File: config.mk
export PLATFORM = sky130hd
export DESIGN_NAME = tty_canonical_line_editor
export DESIGN_NICKNAME = d
export VERILOG_FILES = /design/src/rtl/tle_pkg.sv /design/src/rtl/tle_dp.sv /design/src/rtl/tle_ctrl.sv /design/src/rtl/tty_canonical_line_editor.sv
export SDC_FILE = /design/constraint.sdc
export NUM_CORES = 1
export LEC_CHECK = 0
export BUFFER_PORTS_ARGS = -buffer_cell sky130_fd_sc_hd__buf_2
export CORE_MARGIN = 2
export CORE_UTILIZATION = 44
export DETAILED_ROUTE_END_ITERATION = 10
export GPL_TIMING_DRIVEN = 0
export PLACE_DENSITY_LB_ADDON = 0.05
export SLEW_MARGIN = 5
export SYNTH_ARGS = -nofsm -noshare
export SYNTH_HDL_FRONTEND = slang
export SYNTH_SLANG_ARGS = --single-unit
File: constraint.sdc
create_clock -name i_clk -period 8.3 [get_ports i_clk]
set_input_delay 1.66 -clock i_clk [delete_from_list [all_inputs] [get_ports i_clk]]
set_output_delay 1.66 -clock i_clk [all_outputs]
set_load 0.01 [all_outputs]
File: src/rtl/tle_pkg.sv
// Shared types, codes and constants of the terminal line editor.
`default_nettype none

package tle_pkg;

    localparam int LINE_LEN_DEF = 32;
    localparam int CFG_IDX_W    = 3;

    // Configuration register indexes.
    localparam logic [CFG_IDX_W-1:0] CFG_TEXT_FORMAT = 3'd0;
    localparam logic [CFG_IDX_W-1:0] CFG_RAW_MODE    = 3'd1;
    localparam logic [CFG_IDX_W-1:0] CFG_CANON_MODE  = 3'd2;
    localparam logic [CFG_IDX_W-1:0] CFG_ECHO_ON     = 3'd3;
    localparam logic [CFG_IDX_W-1:0] CFG_INTR_ENABLE = 3'd4;

    // Editing keys.
    localparam logic [7:0] CH_NUL    = 8'h00;
    localparam logic [7:0] CH_INTR   = 8'h03;
    localparam logic [7:0] CH_EOF    = 8'h04;
    localparam logic [7:0] CH_BS     = 8'h08;
    localparam logic [7:0] CH_NL     = 8'h0A;
    localparam logic [7:0] CH_KILL   = 8'h15;
    localparam logic [7:0] CH_LNEXT  = 8'h16;
    localparam logic [7:0] CH_WERASE = 8'h17;

    localparam logic [1:0] DEST_EVENT  = 2'd0;
    localparam logic [1:0] DEST_READER = 2'd1;
    localparam logic [1:0] DEST_TERM   = 2'd2;

    typedef enum logic [3:0] {
        S_IDLE,
        S_DECODE,
        S_PASS,
        S_ECHO,
        S_INTR,
        S_EOF,
        S_FL_RD,
        S_FL_OUT,
        S_APPEND,
        S_SEQ,
        S_WE_RD,
        S_WE_CHK
    } t_state;

    typedef enum logic [2:0] {
        EM_RD_BYTE,
        EM_RD_DATA,
        EM_TERM_BYTE,
        EM_TERM_BS,
        EM_TERM_SEQ,
        EM_INTR,
        EM_EOF
    } t_emit;

    typedef enum logic [1:0] {
        SQ_BS,
        SQ_EOL,
        SQ_KILL
    } t_seq;

    // Commands from the controller to the datapath.
    typedef struct packed {
        logic  load_byte;
        logic  lit_set;
        logic  lit_clr;
        logic  cnt_clr;
        logic  cnt_dec;
        logic  app_wr;
        logic  app_nl;
        logic  rd_flush;
        logic  rd_word;
        logic  idx_clr;
        logic  idx_inc;
        logic  seq_load;
        t_seq  seq_sel;
        logic  seq_inc;
        logic  emit;
        t_emit emit_kind;
        logic  emit_last;
    } t_cmd;

    // Status from the datapath to the controller.
    typedef struct packed {
        logic [7:0] in_byte;
        logic       bypass;
        logic       canon;
        logic       echo_on;
        logic       intr_en;
        logic       lit;
        logic       cnt_zero;
        logic       cnt_full;
        logic       fl_done;
        logic       fl_final;
        logic       rd_alnum;
        logic       seq_end;
        logic       out_free;
    } t_sts;

endpackage

`default_nettype wire

File: src/rtl/tle_dp.sv
// Datapath of the line editor: mode registers, line store, counters and output register.
`default_nettype none

module tle_dp #(
    parameter int LINE_LEN = tle_pkg::LINE_LEN_DEF
) (
    input  wire logic                         i_clk,
    input  wire logic                         i_rst_n,
    input  wire logic                         i_cfg_we,
    input  wire logic [tle_pkg::CFG_IDX_W-1:0] i_cfg_idx,
    input  wire logic [0:0]                   i_cfg_data,
    input  wire logic [7:0]                   i_in_byte,
    input  wire tle_pkg::t_cmd                i_cmd,
    output tle_pkg::t_sts                     o_sts,
    output logic                              o_valid,
    input  wire logic                         i_stall,
    output logic [1:0]                        o_dest,
    output logic [7:0]                        o_out_byte,
    output logic                              o_eof_mark,
    output logic                              o_intr,
    output logic                              o_last
);
    import tle_pkg::*;

    localparam int CW = $clog2(LINE_LEN + 1);
    localparam int AW = $clog2(LINE_LEN);

    localparam logic [3:0] SEQ_BS_FIRST   = 4'd0;
    localparam logic [3:0] SEQ_BS_LAST    = 4'd2;
    localparam logic [3:0] SEQ_EOL_FIRST  = 4'd3;
    localparam logic [3:0] SEQ_EOL_LAST   = 4'd5;
    localparam logic [3:0] SEQ_KILL_FIRST = 4'd6;
    localparam logic [3:0] SEQ_KILL_LAST  = 4'd13;

    // Fixed terminal sequences: BS SP BS, then erase to end of line, then erase line and home.
    function automatic logic [7:0] seq_byte(input logic [3:0] i);
        logic [7:0] b;
        case (i)
            4'd0:    b = 8'h08;
            4'd1:    b = 8'h20;
            4'd2:    b = 8'h08;
            4'd3:    b = 8'h1B;
            4'd4:    b = 8'h5B;
            4'd5:    b = 8'h4B;
            4'd6:    b = 8'h1B;
            4'd7:    b = 8'h5B;
            4'd8:    b = 8'h32;
            4'd9:    b = 8'h4B;
            4'd10:   b = 8'h1B;
            4'd11:   b = 8'h5B;
            4'd12:   b = 8'h30;
            4'd13:   b = 8'h47;
            default: b = 8'h00;
        endcase
        return b;
    endfunction

    function automatic logic is_alnum(input logic [7:0] c);
        return (c >= 8'h30 && c <= 8'h39) || (c >= 8'h41 && c <= 8'h5A) ||
               (c >= 8'h61 && c <= 8'h7A);
    endfunction

    logic          r_text;
    logic          r_raw;
    logic          r_canon;
    logic          r_echo;
    logic          r_intr_en;
    logic          r_lit;
    logic [CW-1:0] r_count;
    logic [CW-1:0] r_idx;
    logic [3:0]    r_sp;
    logic [3:0]    r_se;
    logic [7:0]    r_byte;
    logic [7:0]    r_rdata;
    logic [7:0]    mem [LINE_LEN];
    logic          r_ovalid;
    logic [1:0]    r_dest;
    logic [7:0]    r_obyte;
    logic          r_eof;
    logic          r_intr;
    logic          r_last;

    logic [CW-1:0] cnt_m1;
    logic [CW-1:0] idx_p1;
    logic [AW-1:0] raddr;
    logic          out_free;

    assign cnt_m1   = r_count - CW'(1);
    assign idx_p1   = r_idx + CW'(1);
    assign raddr    = i_cmd.rd_word ? cnt_m1[AW-1:0] : r_idx[AW-1:0];
    assign out_free = !r_ovalid || !i_stall;

    always_ff @(posedge i_clk) begin
        if (!i_rst_n) begin
            r_text    <= 1'b1;
            r_raw     <= 1'b0;
            r_canon   <= 1'b1;
            r_echo    <= 1'b1;
            r_intr_en <= 1'b0;
            r_lit     <= 1'b0;
            r_count   <= '0;
            r_idx     <= '0;
            r_sp      <= '0;
            r_se      <= '0;
            r_ovalid  <= 1'b0;
        end else begin
            if (i_cfg_we) begin
                case (i_cfg_idx)
                    CFG_TEXT_FORMAT: r_text    <= i_cfg_data[0];
                    CFG_RAW_MODE:    r_raw     <= i_cfg_data[0];
                    CFG_CANON_MODE:  r_canon   <= i_cfg_data[0];
                    CFG_ECHO_ON:     r_echo    <= i_cfg_data[0];
                    CFG_INTR_ENABLE: r_intr_en <= i_cfg_data[0];
                    default: ;
                endcase
            end
            if (i_cmd.lit_set) begin
                r_lit <= 1'b1;
            end else if (i_cmd.lit_clr) begin
                r_lit <= 1'b0;
            end
            if (i_cmd.cnt_clr) begin
                r_count <= '0;
            end else if (i_cmd.cnt_dec) begin
                r_count <= cnt_m1;
            end else if (i_cmd.app_wr) begin
                r_count <= r_count + CW'(1);
            end
            if (i_cmd.idx_clr) begin
                r_idx <= '0;
            end else if (i_cmd.idx_inc) begin
                r_idx <= idx_p1;
            end
            if (i_cmd.seq_load) begin
                case (i_cmd.seq_sel)
                    SQ_BS: begin
                        r_sp <= SEQ_BS_FIRST;
                        r_se <= SEQ_BS_LAST;
                    end
                    SQ_EOL: begin
                        r_sp <= SEQ_EOL_FIRST;
                        r_se <= SEQ_EOL_LAST;
                    end
                    default: begin
                        r_sp <= SEQ_KILL_FIRST;
                        r_se <= SEQ_KILL_LAST;
                    end
                endcase
            end else if (i_cmd.seq_inc) begin
                r_sp <= r_sp + 4'd1;
            end
            if (i_cmd.emit) begin
                r_ovalid <= 1'b1;
            end else if (!i_stall) begin
                r_ovalid <= 1'b0;
            end
        end
    end

    always_ff @(posedge i_clk) begin
        if (i_cmd.load_byte) begin
            r_byte <= i_in_byte;
        end
        if (i_cmd.app_wr) begin
            mem[r_count[AW-1:0]] <= i_cmd.app_nl ? CH_NL : r_byte;
        end
        if (i_cmd.rd_flush || i_cmd.rd_word) begin
            r_rdata <= mem[raddr];
        end
    end

    always_ff @(posedge i_clk) begin
        if (i_cmd.emit) begin
            r_last <= i_cmd.emit_last;
            r_eof  <= 1'b0;
            r_intr <= 1'b0;
            case (i_cmd.emit_kind)
                EM_RD_BYTE: begin
                    r_dest  <= DEST_READER;
                    r_obyte <= r_byte;
                end
                EM_RD_DATA: begin
                    r_dest  <= DEST_READER;
                    r_obyte <= r_rdata;
                end
                EM_TERM_BYTE: begin
                    r_dest  <= DEST_TERM;
                    r_obyte <= r_byte;
                end
                EM_TERM_BS: begin
                    r_dest  <= DEST_TERM;
                    r_obyte <= CH_BS;
                end
                EM_TERM_SEQ: begin
                    r_dest  <= DEST_TERM;
                    r_obyte <= seq_byte(r_sp);
                end
                EM_INTR: begin
                    r_dest  <= DEST_EVENT;
                    r_obyte <= 8'h00;
                    r_intr  <= 1'b1;
                end
                default: begin
                    r_dest  <= DEST_EVENT;
                    r_obyte <= 8'h00;
                    r_eof   <= 1'b1;
                end
            endcase
        end
    end

    always_comb begin
        o_sts.in_byte  = r_byte;
        o_sts.bypass   = !r_text || r_raw;
        o_sts.canon    = r_canon;
        o_sts.echo_on  = r_echo;
        o_sts.intr_en  = r_intr_en;
        o_sts.lit      = r_lit;
        o_sts.cnt_zero = (r_count == '0);
        o_sts.cnt_full = (r_count == CW'(LINE_LEN));
        o_sts.fl_done  = (r_idx == r_count);
        o_sts.fl_final = (idx_p1 == r_count);
        o_sts.rd_alnum = is_alnum(r_rdata);
        o_sts.seq_end  = (r_sp == r_se);
        o_sts.out_free = out_free;
    end

    assign o_valid    = r_ovalid;
    assign o_dest     = r_dest;
    assign o_out_byte = r_obyte;
    assign o_eof_mark = r_eof;
    assign o_intr     = r_intr;
    assign o_last     = r_last;

    // A new result is only loaded when the output register is empty or being taken.
    a_emit_free: assert property (@(posedge i_clk) disable iff (!i_rst_n)
        i_cmd.emit |-> out_free)
        else $error("result loaded over a waiting result");

    a_count_range: assert property (@(posedge i_clk) disable iff (!i_rst_n)
        r_count <= CW'(LINE_LEN))
        else $error("line count beyond line length");

    a_idx_range: assert property (@(posedge i_clk) disable iff (!i_rst_n)
        (i_cmd.rd_flush || i_cmd.idx_inc) |-> (r_idx < r_count))
        else $error("flush index past end of line");

endmodule

`default_nettype wire

File: src/rtl/tle_ctrl.sv
// Controller state machine of the line editor: decodes each byte and sequences its results.
`default_nettype none

module tle_ctrl (
    input  wire logic          i_clk,
    input  wire logic          i_rst_n,
    input  wire logic          i_valid,
    output logic               o_stall,
    input  wire tle_pkg::t_sts i_sts,
    output tle_pkg::t_cmd      o_cmd
);
    import tle_pkg::*;

    t_state r_state;
    t_state n_state;
    t_state r_ret;
    t_state n_ret;
    logic   r_fl_last;
    logic   n_fl_last;
    logic   r_nl;
    logic   n_nl;
    t_cmd   cmd;

    always_ff @(posedge i_clk) begin
        if (!i_rst_n) begin
            r_state   <= S_IDLE;
            r_ret     <= S_IDLE;
            r_fl_last <= 1'b0;
            r_nl      <= 1'b0;
        end else begin
            r_state   <= n_state;
            r_ret     <= n_ret;
            r_fl_last <= n_fl_last;
            r_nl      <= n_nl;
        end
    end

    always_comb begin
        n_state   = r_state;
        n_ret     = r_ret;
        n_fl_last = r_fl_last;
        n_nl      = r_nl;

        cmd.load_byte = 1'b0;
        cmd.lit_set   = 1'b0;
        cmd.lit_clr   = 1'b0;
        cmd.cnt_clr   = 1'b0;
        cmd.cnt_dec   = 1'b0;
        cmd.app_wr    = 1'b0;
        cmd.app_nl    = r_nl;
        cmd.rd_flush  = 1'b0;
        cmd.rd_word   = 1'b0;
        cmd.idx_clr   = 1'b0;
        cmd.idx_inc   = 1'b0;
        cmd.seq_load  = 1'b0;
        cmd.seq_sel   = SQ_BS;
        cmd.seq_inc   = 1'b0;
        cmd.emit      = 1'b0;
        cmd.emit_kind = EM_RD_BYTE;
        cmd.emit_last = 1'b0;

        case (r_state)
            S_IDLE: begin
                if (i_valid) begin
                    cmd.load_byte = 1'b1;
                    n_state       = S_DECODE;
                end
            end
            S_DECODE: begin
                if (i_sts.bypass || !i_sts.canon) begin
                    n_state = S_PASS;
                end else if (i_sts.lit) begin
                    // A quoted byte is stored as is, whatever key it is.
                    cmd.lit_clr = 1'b1;
                    n_nl        = 1'b0;
                    if (i_sts.cnt_full) begin
                        cmd.idx_clr = 1'b1;
                        n_ret       = S_APPEND;
                        n_fl_last   = !i_sts.echo_on;
                        n_state     = S_FL_RD;
                    end else begin
                        n_state = S_APPEND;
                    end
                end else begin
                    case (i_sts.in_byte)
                        CH_INTR: begin
                            n_state = i_sts.intr_en ? S_INTR : S_IDLE;
                        end
                        CH_EOF: begin
                            if (i_sts.cnt_zero) begin
                                n_state = S_EOF;
                            end else begin
                                cmd.idx_clr = 1'b1;
                                n_ret       = S_IDLE;
                                n_fl_last   = 1'b1;
                                n_state     = S_FL_RD;
                            end
                        end
                        CH_BS: begin
                            if (i_sts.cnt_zero) begin
                                n_state = S_IDLE;
                            end else begin
                                cmd.cnt_dec  = 1'b1;
                                cmd.seq_load = 1'b1;
                                cmd.seq_sel  = SQ_BS;
                                n_state      = S_SEQ;
                            end
                        end
                        CH_WERASE: begin
                            n_state = S_WE_RD;
                        end
                        CH_KILL: begin
                            cmd.cnt_clr  = 1'b1;
                            cmd.seq_load = 1'b1;
                            cmd.seq_sel  = SQ_KILL;
                            n_state      = S_SEQ;
                        end
                        CH_LNEXT: begin
                            cmd.lit_set = 1'b1;
                            n_state     = S_IDLE;
                        end
                        CH_NUL, CH_NL: begin
                            n_nl = 1'b1;
                            if (i_sts.cnt_full) begin
                                cmd.idx_clr = 1'b1;
                                n_ret       = S_APPEND;
                                n_fl_last   = 1'b0;
                                n_state     = S_FL_RD;
                            end else begin
                                n_state = S_APPEND;
                            end
                        end
                        default: begin
                            n_nl = 1'b0;
                            if (i_sts.cnt_full) begin
                                cmd.idx_clr = 1'b1;
                                n_ret       = S_APPEND;
                                n_fl_last   = !i_sts.echo_on;
                                n_state     = S_FL_RD;
                            end else begin
                                n_state = S_APPEND;
                            end
                        end
                    endcase
                end
            end
            S_PASS: begin
                if (i_sts.out_free) begin
                    cmd.emit      = 1'b1;
                    cmd.emit_kind = EM_RD_BYTE;
                    cmd.emit_last = i_sts.bypass || !i_sts.echo_on;
                    n_state = (!i_sts.bypass && i_sts.echo_on) ? S_ECHO : S_IDLE;
                end
            end
            S_ECHO: begin
                if (i_sts.out_free) begin
                    cmd.emit      = 1'b1;
                    cmd.emit_kind = EM_TERM_BYTE;
                    cmd.emit_last = 1'b1;
                    n_state       = S_IDLE;
                end
            end
            S_INTR: begin
                if (i_sts.out_free) begin
                    cmd.emit      = 1'b1;
                    cmd.emit_kind = EM_INTR;
                    cmd.emit_last = 1'b1;
                    n_state       = S_IDLE;
                end
            end
            S_EOF: begin
                if (i_sts.out_free) begin
                    cmd.emit      = 1'b1;
                    cmd.emit_kind = EM_EOF;
                    cmd.emit_last = 1'b1;
                    n_state       = S_IDLE;
                end
            end
            S_FL_RD: begin
                if (i_sts.fl_done) begin
                    cmd.cnt_clr = 1'b1;
                    n_state     = r_ret;
                end else begin
                    cmd.rd_flush = 1'b1;
                    n_state      = S_FL_OUT;
                end
            end
            S_FL_OUT: begin
                if (i_sts.out_free) begin
                    cmd.emit      = 1'b1;
                    cmd.emit_kind = EM_RD_DATA;
                    cmd.emit_last = r_fl_last && i_sts.fl_final;
                    cmd.idx_inc   = 1'b1;
                    n_state       = S_FL_RD;
                end
            end
            S_APPEND: begin
                cmd.app_wr = 1'b1;
                if (r_nl) begin
                    // The newline completes the line, which goes out at once.
                    cmd.idx_clr = 1'b1;
                    n_ret       = i_sts.echo_on ? S_ECHO : S_IDLE;
                    n_fl_last   = !i_sts.echo_on;
                    n_state     = S_FL_RD;
                end else begin
                    n_state = i_sts.echo_on ? S_ECHO : S_IDLE;
                end
            end
            S_SEQ: begin
                if (i_sts.out_free) begin
                    cmd.emit      = 1'b1;
                    cmd.emit_kind = EM_TERM_SEQ;
                    cmd.emit_last = i_sts.seq_end;
                    cmd.seq_inc   = 1'b1;
                    if (i_sts.seq_end) begin
                        n_state = S_IDLE;
                    end
                end
            end
            S_WE_RD: begin
                if (i_sts.cnt_zero) begin
                    cmd.seq_load = 1'b1;
                    cmd.seq_sel  = SQ_EOL;
                    n_state      = S_SEQ;
                end else begin
                    cmd.cnt_dec = 1'b1;
                    cmd.rd_word = 1'b1;
                    n_state     = S_WE_CHK;
                end
            end
            S_WE_CHK: begin
                // The first byte that is not a letter or digit is dropped silently.
                if (i_sts.rd_alnum) begin
                    if (i_sts.out_free) begin
                        cmd.emit      = 1'b1;
                        cmd.emit_kind = EM_TERM_BS;
                        n_state       = S_WE_RD;
                    end
                end else begin
                    cmd.seq_load = 1'b1;
                    cmd.seq_sel  = SQ_EOL;
                    n_state      = S_SEQ;
                end
            end
            default: begin
                n_state = S_IDLE;
            end
        endcase
    end

    assign o_cmd   = cmd;
    assign o_stall = (r_state != S_IDLE);

    a_app_room: assert property (@(posedge i_clk) disable iff (!i_rst_n)
        cmd.app_wr |-> !i_sts.cnt_full)
        else $error("append into a full line");

    a_dec_nonempty: assert property (@(posedge i_clk) disable iff (!i_rst_n)
        cmd.cnt_dec |-> !i_sts.cnt_zero)
        else $error("erase from an empty line");

    a_flush_read: assert property (@(posedge i_clk) disable iff (!i_rst_n)
        cmd.rd_flush |=> (r_state == S_FL_OUT))
        else $error("flush read not followed by its output step");

endmodule

`default_nettype wire

File: src/rtl/tty_canonical_line_editor.sv
// Top level of the terminal line editor: controller and datapath.
// An accepted request is registered, then decoded; a pass-through byte then goes out, while a
// newline is appended and its line flushed first. A request with no result frees the input once decoded.
// A pass-through or stored byte may then be echoed to the terminal; a line flush reads
// each stored byte from the line store, then outputs it, and word erase reads and checks each byte.
// Output stalls hold the controller. Reset is synchronous: modes return to text, canonical, echo on.
`default_nettype none

module tty_canonical_line_editor #(
    parameter int LINE_LEN = tle_pkg::LINE_LEN_DEF
) (
    input  wire logic                          i_clk,
    input  wire logic                          i_rst_n,
    input  wire logic                          i_cfg_we,
    input  wire logic [tle_pkg::CFG_IDX_W-1:0] i_cfg_idx,
    input  wire logic [0:0]                    i_cfg_data,
    input  wire logic                          i_valid,
    output logic                               o_stall,
    input  wire logic [7:0]                    i_in_byte,
    output logic                               o_valid,
    input  wire logic                          i_stall,
    output logic [1:0]                         o_dest,
    output logic [7:0]                         o_out_byte,
    output logic                               o_eof_mark,
    output logic                               o_intr,
    output logic                               o_last
);
    import tle_pkg::*;

    t_cmd cmd;
    t_sts sts;

    tle_ctrl u_ctrl (
        .i_clk   (i_clk),
        .i_rst_n (i_rst_n),
        .i_valid (i_valid),
        .o_stall (o_stall),
        .i_sts   (sts),
        .o_cmd   (cmd)
    );

    tle_dp #(
        .LINE_LEN (LINE_LEN)
    ) u_dp (
        .i_clk      (i_clk),
        .i_rst_n    (i_rst_n),
        .i_cfg_we   (i_cfg_we),
        .i_cfg_idx  (i_cfg_idx),
        .i_cfg_data (i_cfg_data),
        .i_in_byte  (i_in_byte),
        .i_cmd      (cmd),
        .o_sts      (sts),
        .o_valid    (o_valid),
        .i_stall    (i_stall),
        .o_dest     (o_dest),
        .o_out_byte (o_out_byte),
        .o_eof_mark (o_eof_mark),
        .o_intr     (o_intr),
        .o_last     (o_last)
    );

endmodule

`default_nettype wire
==> results.cfg <==
[global_routing]
grt_pass1_wl_um = 53700
antenna_found_initial = 0
grt_pass1_vias = 8692
grt_max_degree = 33
grt_use_total_pct = 21.2
gr-total-overflow = 0

[final_layout]
n_antenna_cell = 0
fillers = 2854
areaGrowthSynthToFinish_pct = 13.6
fin_nets = 1138
utilization_pct = 50.8
final_layout_size_suffix_gt1_share_pct = 15.2
design_area_um2 = 16600
instances_no_fill = 1583

[setup_path]
slowest_stage = o21ai_2
worstSetupPathType = flop to flop
end_kind = flop
cp_max_fo = 10
cpPeakStageDelay_ns = 0.54
path_cells = clkbuf_1, inv_1, ha_1, buf_2, nor3b_4, a21boi_4, o21ai_2, buf_2, buf_2, mux2i_1, o22ai_1, nor4_1
critical_path.most_common_cell = buf_2
cp.required_ns = 8.56
crit_arrival_ns = 4.37
cp-start-kind = flop

[pwr]
p_per_area_nw_per_um2 = 263
irDropWorstVdd_mv = 0.142
leakage_nw = 6.52
total_power_mw = 4.36

[outcome]
status = finished, final reports clean

[sta]
hold_viol_final = 0
fmax_ghz = 0.243
skew_ns = 0.0264
setup_ws_ns = 4.19
hold_ws_ns = 0.435
fin_crit_sh_pct = 49.5
finalSetupTns_ns = 0
fin_crit_ns = 4.11
worstMarginPinSlew_ns = 1.22
slew_viol_final = 0
rsz0062_at_grt = no
relSlewSlack_pct = 17.6
setup_viol = 0

[synthesis]
synth.distinct_cells = 79
syn-num-nets = 1068
synth_common_cells = edfxtp_1 (285), mux2i_1 (173), nor2_1 (92), nand2_1 (47), dfxtp_1 (43)
synth-seq-cells = 328
synth-main-ff-cell = edfxtp_1
synth_cells = 1045
ys_top_cells_by_area = edfxtp_1 (59%), mux2i_1 (12%), dfxtp_1 (5.9%), mux2_2 (2.5%), nor2_1 (2.4%)
synth_edf_count = 285
synth-async-reset-ratio_pct = 0
synth.most_common_cell = edfxtp_1
yosys_warnings = 0
syn-cell-area_um2 = 14600
synth_top_cell_by_area = edfxtp_1
avgSynthCellArea_um2 = 14.0
yosysTopAreaCellShare_pct = 58.7
yosysSeqAreaShare_pct = 64.6

[clock_tree]
cts_tree = done
path_clk_slew_ns = 0.06
cts_resized = 0
clock_tree.buffer_depth = 3
cts_buffers = 37
clockRootBuffer = clkbuf_16
h-tree-depth = 2
postCtsHoldBufs = 0
clock_latency_ns = 0.52
cts.sinks = 328
cts_setup_buffers = 0

[drt]
vias = 8776
drc_errors = 0
wirelength_um = 35800
first_pass_iters = 5
drt_iter0_markers = 640
wl_per_cell_um = 22.6
via_per_inst = 5.54
ant_nets = 0

[floorplanning]
die_w_um = 186
coreArea_um2 = 32600
num_rows = 66
start_util_pct = 44.7
dieArea_um2 = 34600
fp.dieH_um = 186
pin_count = 32

[placed_design]
hpwl_um = 24000
placed_cells = 1518
place.gp.congestion = 0.910
pre_cts_ws_ns = 4.20
io_buffers = 30
dpl-instance-area_um2 = 15400

[hold_path]
hp-class = flop to flop

[flow_run]
max_cap_violations = 0
power breakdown:
part / switching, mW / leakage, nW / internal (mW)
clock network: 0.634 / 0.599 / 0.992
logic: 0.497 / 3.00 / 0.219
registers: 0.0385 / 2.92 / 1.98
registers in the layout, summed over array words and instances (netlist names), 2 cells and up, named ones only:
register	count
u_dp.r_sp	4
u_dp.r_idx	6
u_dp.r_byte	8
u_dp.o_out_byte	8
u_ctrl.r_state	4
u_dp.r_count	6
u_dp.r_se	3
u_dp.mem	256
u_dp.r_rdata	8
u_ctrl.r_ret	4
u_dp.o_dest	2
cells in the final DEF (no fill, tap or decap), drive strengths merged, types with 5 or more instances in the layout:
cell / synthesis / layout
nor2b: 12 / 12
and3: 11 / 11
dfxtp: 43 / 43
inv: 12 / 13
nand4: 5 / 5
a22o: 18 / 18
ha: 6 / 6
xor2: 9 / 9
clkbuf: 23 / 72
clkinv: 0 / 11
edfxtp: 285 / 285
nand2: 47 / 47
o21ai: 17 / 17
or2: 5 / 5
mux2i: 173 / 173
xnor2: 17 / 17
and2: 7 / 7
a31oi: 6 / 6
a21oi: 24 / 24
nor4: 12 / 12
nor3: 29 / 29
mux2: 33 / 33
or3: 10 / 10
nor2: 92 / 92
nand2b: 6 / 6
o22ai: 22 / 22
nand3: 21 / 21
buf: 28 / 59
kinds of logic after synthesis:
| group | Yosys count | share of synthesized area [%] |
|---|---|---|
| multiplexers | 206 | 14.4 |
| XOR/XNOR | 26 | 1.56 |
| flip-flops | 328 | 64.6 |
| AND/OR/NAND/NOR | 275 | 9.61 |
| AO/OA/AOI/OAI | 141 | 7.11 |
| buffers and inverters | 63 | 2.22 |
| adder cells (fa/ha/maj) | 6 | 0.515 |
critical path: cells and delay by family (launching register included):
family	cells	cell delay, ns
adder cells (fa/ha/maj)	1	0.14
AO/OA/AOI/OAI	3	0.85
AND/OR/NAND/NOR	2	0.81
multiplexers	1	0.40
buffers and inverters	5	1.33
flip-flops	1	0.33
final timing paths:
check	slack [ns]	from	to	cells past startpoint
worst min-delay path	0.44	u_ctrl.r_ret[2]$_SDFFE_PN0P_	u_ctrl.r_ret[2]$_SDFFE_PN0P_	2
worst max register to register	4.19	u_dp.r_count[1]$_SDFFE_PP0P_	u_dp.r_rdata[7]$_DFFE_PP_	12
worst max-delay path	4.19	u_dp.r_count[1]$_SDFFE_PP0P_	u_dp.r_rdata[7]$_DFFE_PP_	12
worst min register to register	0.44	u_ctrl.r_ret[2]$_SDFFE_PN0P_	u_ctrl.r_ret[2]$_SDFFE_PN0P_	2
final cells by class:
| class | instances | area [um^2] | area share (%) |
|---|---|---|---|
| flip-flops and latches | 328 | 9420 | 56.9 |
| multi-input cells | 654 | 4900 | 29.6 |
| clock buffers | 49 | 1020 | 6.17 |
| well taps | 442 | 553 | 3.34 |
| plain buffers | 51 | 279 | 1.68 |
| clock inverters | 16 | 193 | 1.16 |
| repair buffers | 31 | 158 | 0.952 |
| inverters | 12 | 45.0 | 0.272 |
layer usage:
metal,wire [um],global-route usage [%],vias up
li1,-,-,4170
met1,16000,28.4,4348
met2,17100,35.3,191
met3,1440,2.93,67
met4,1210,7.84,0
met5,0,0,-
Power figures use the tool's default switching activity.
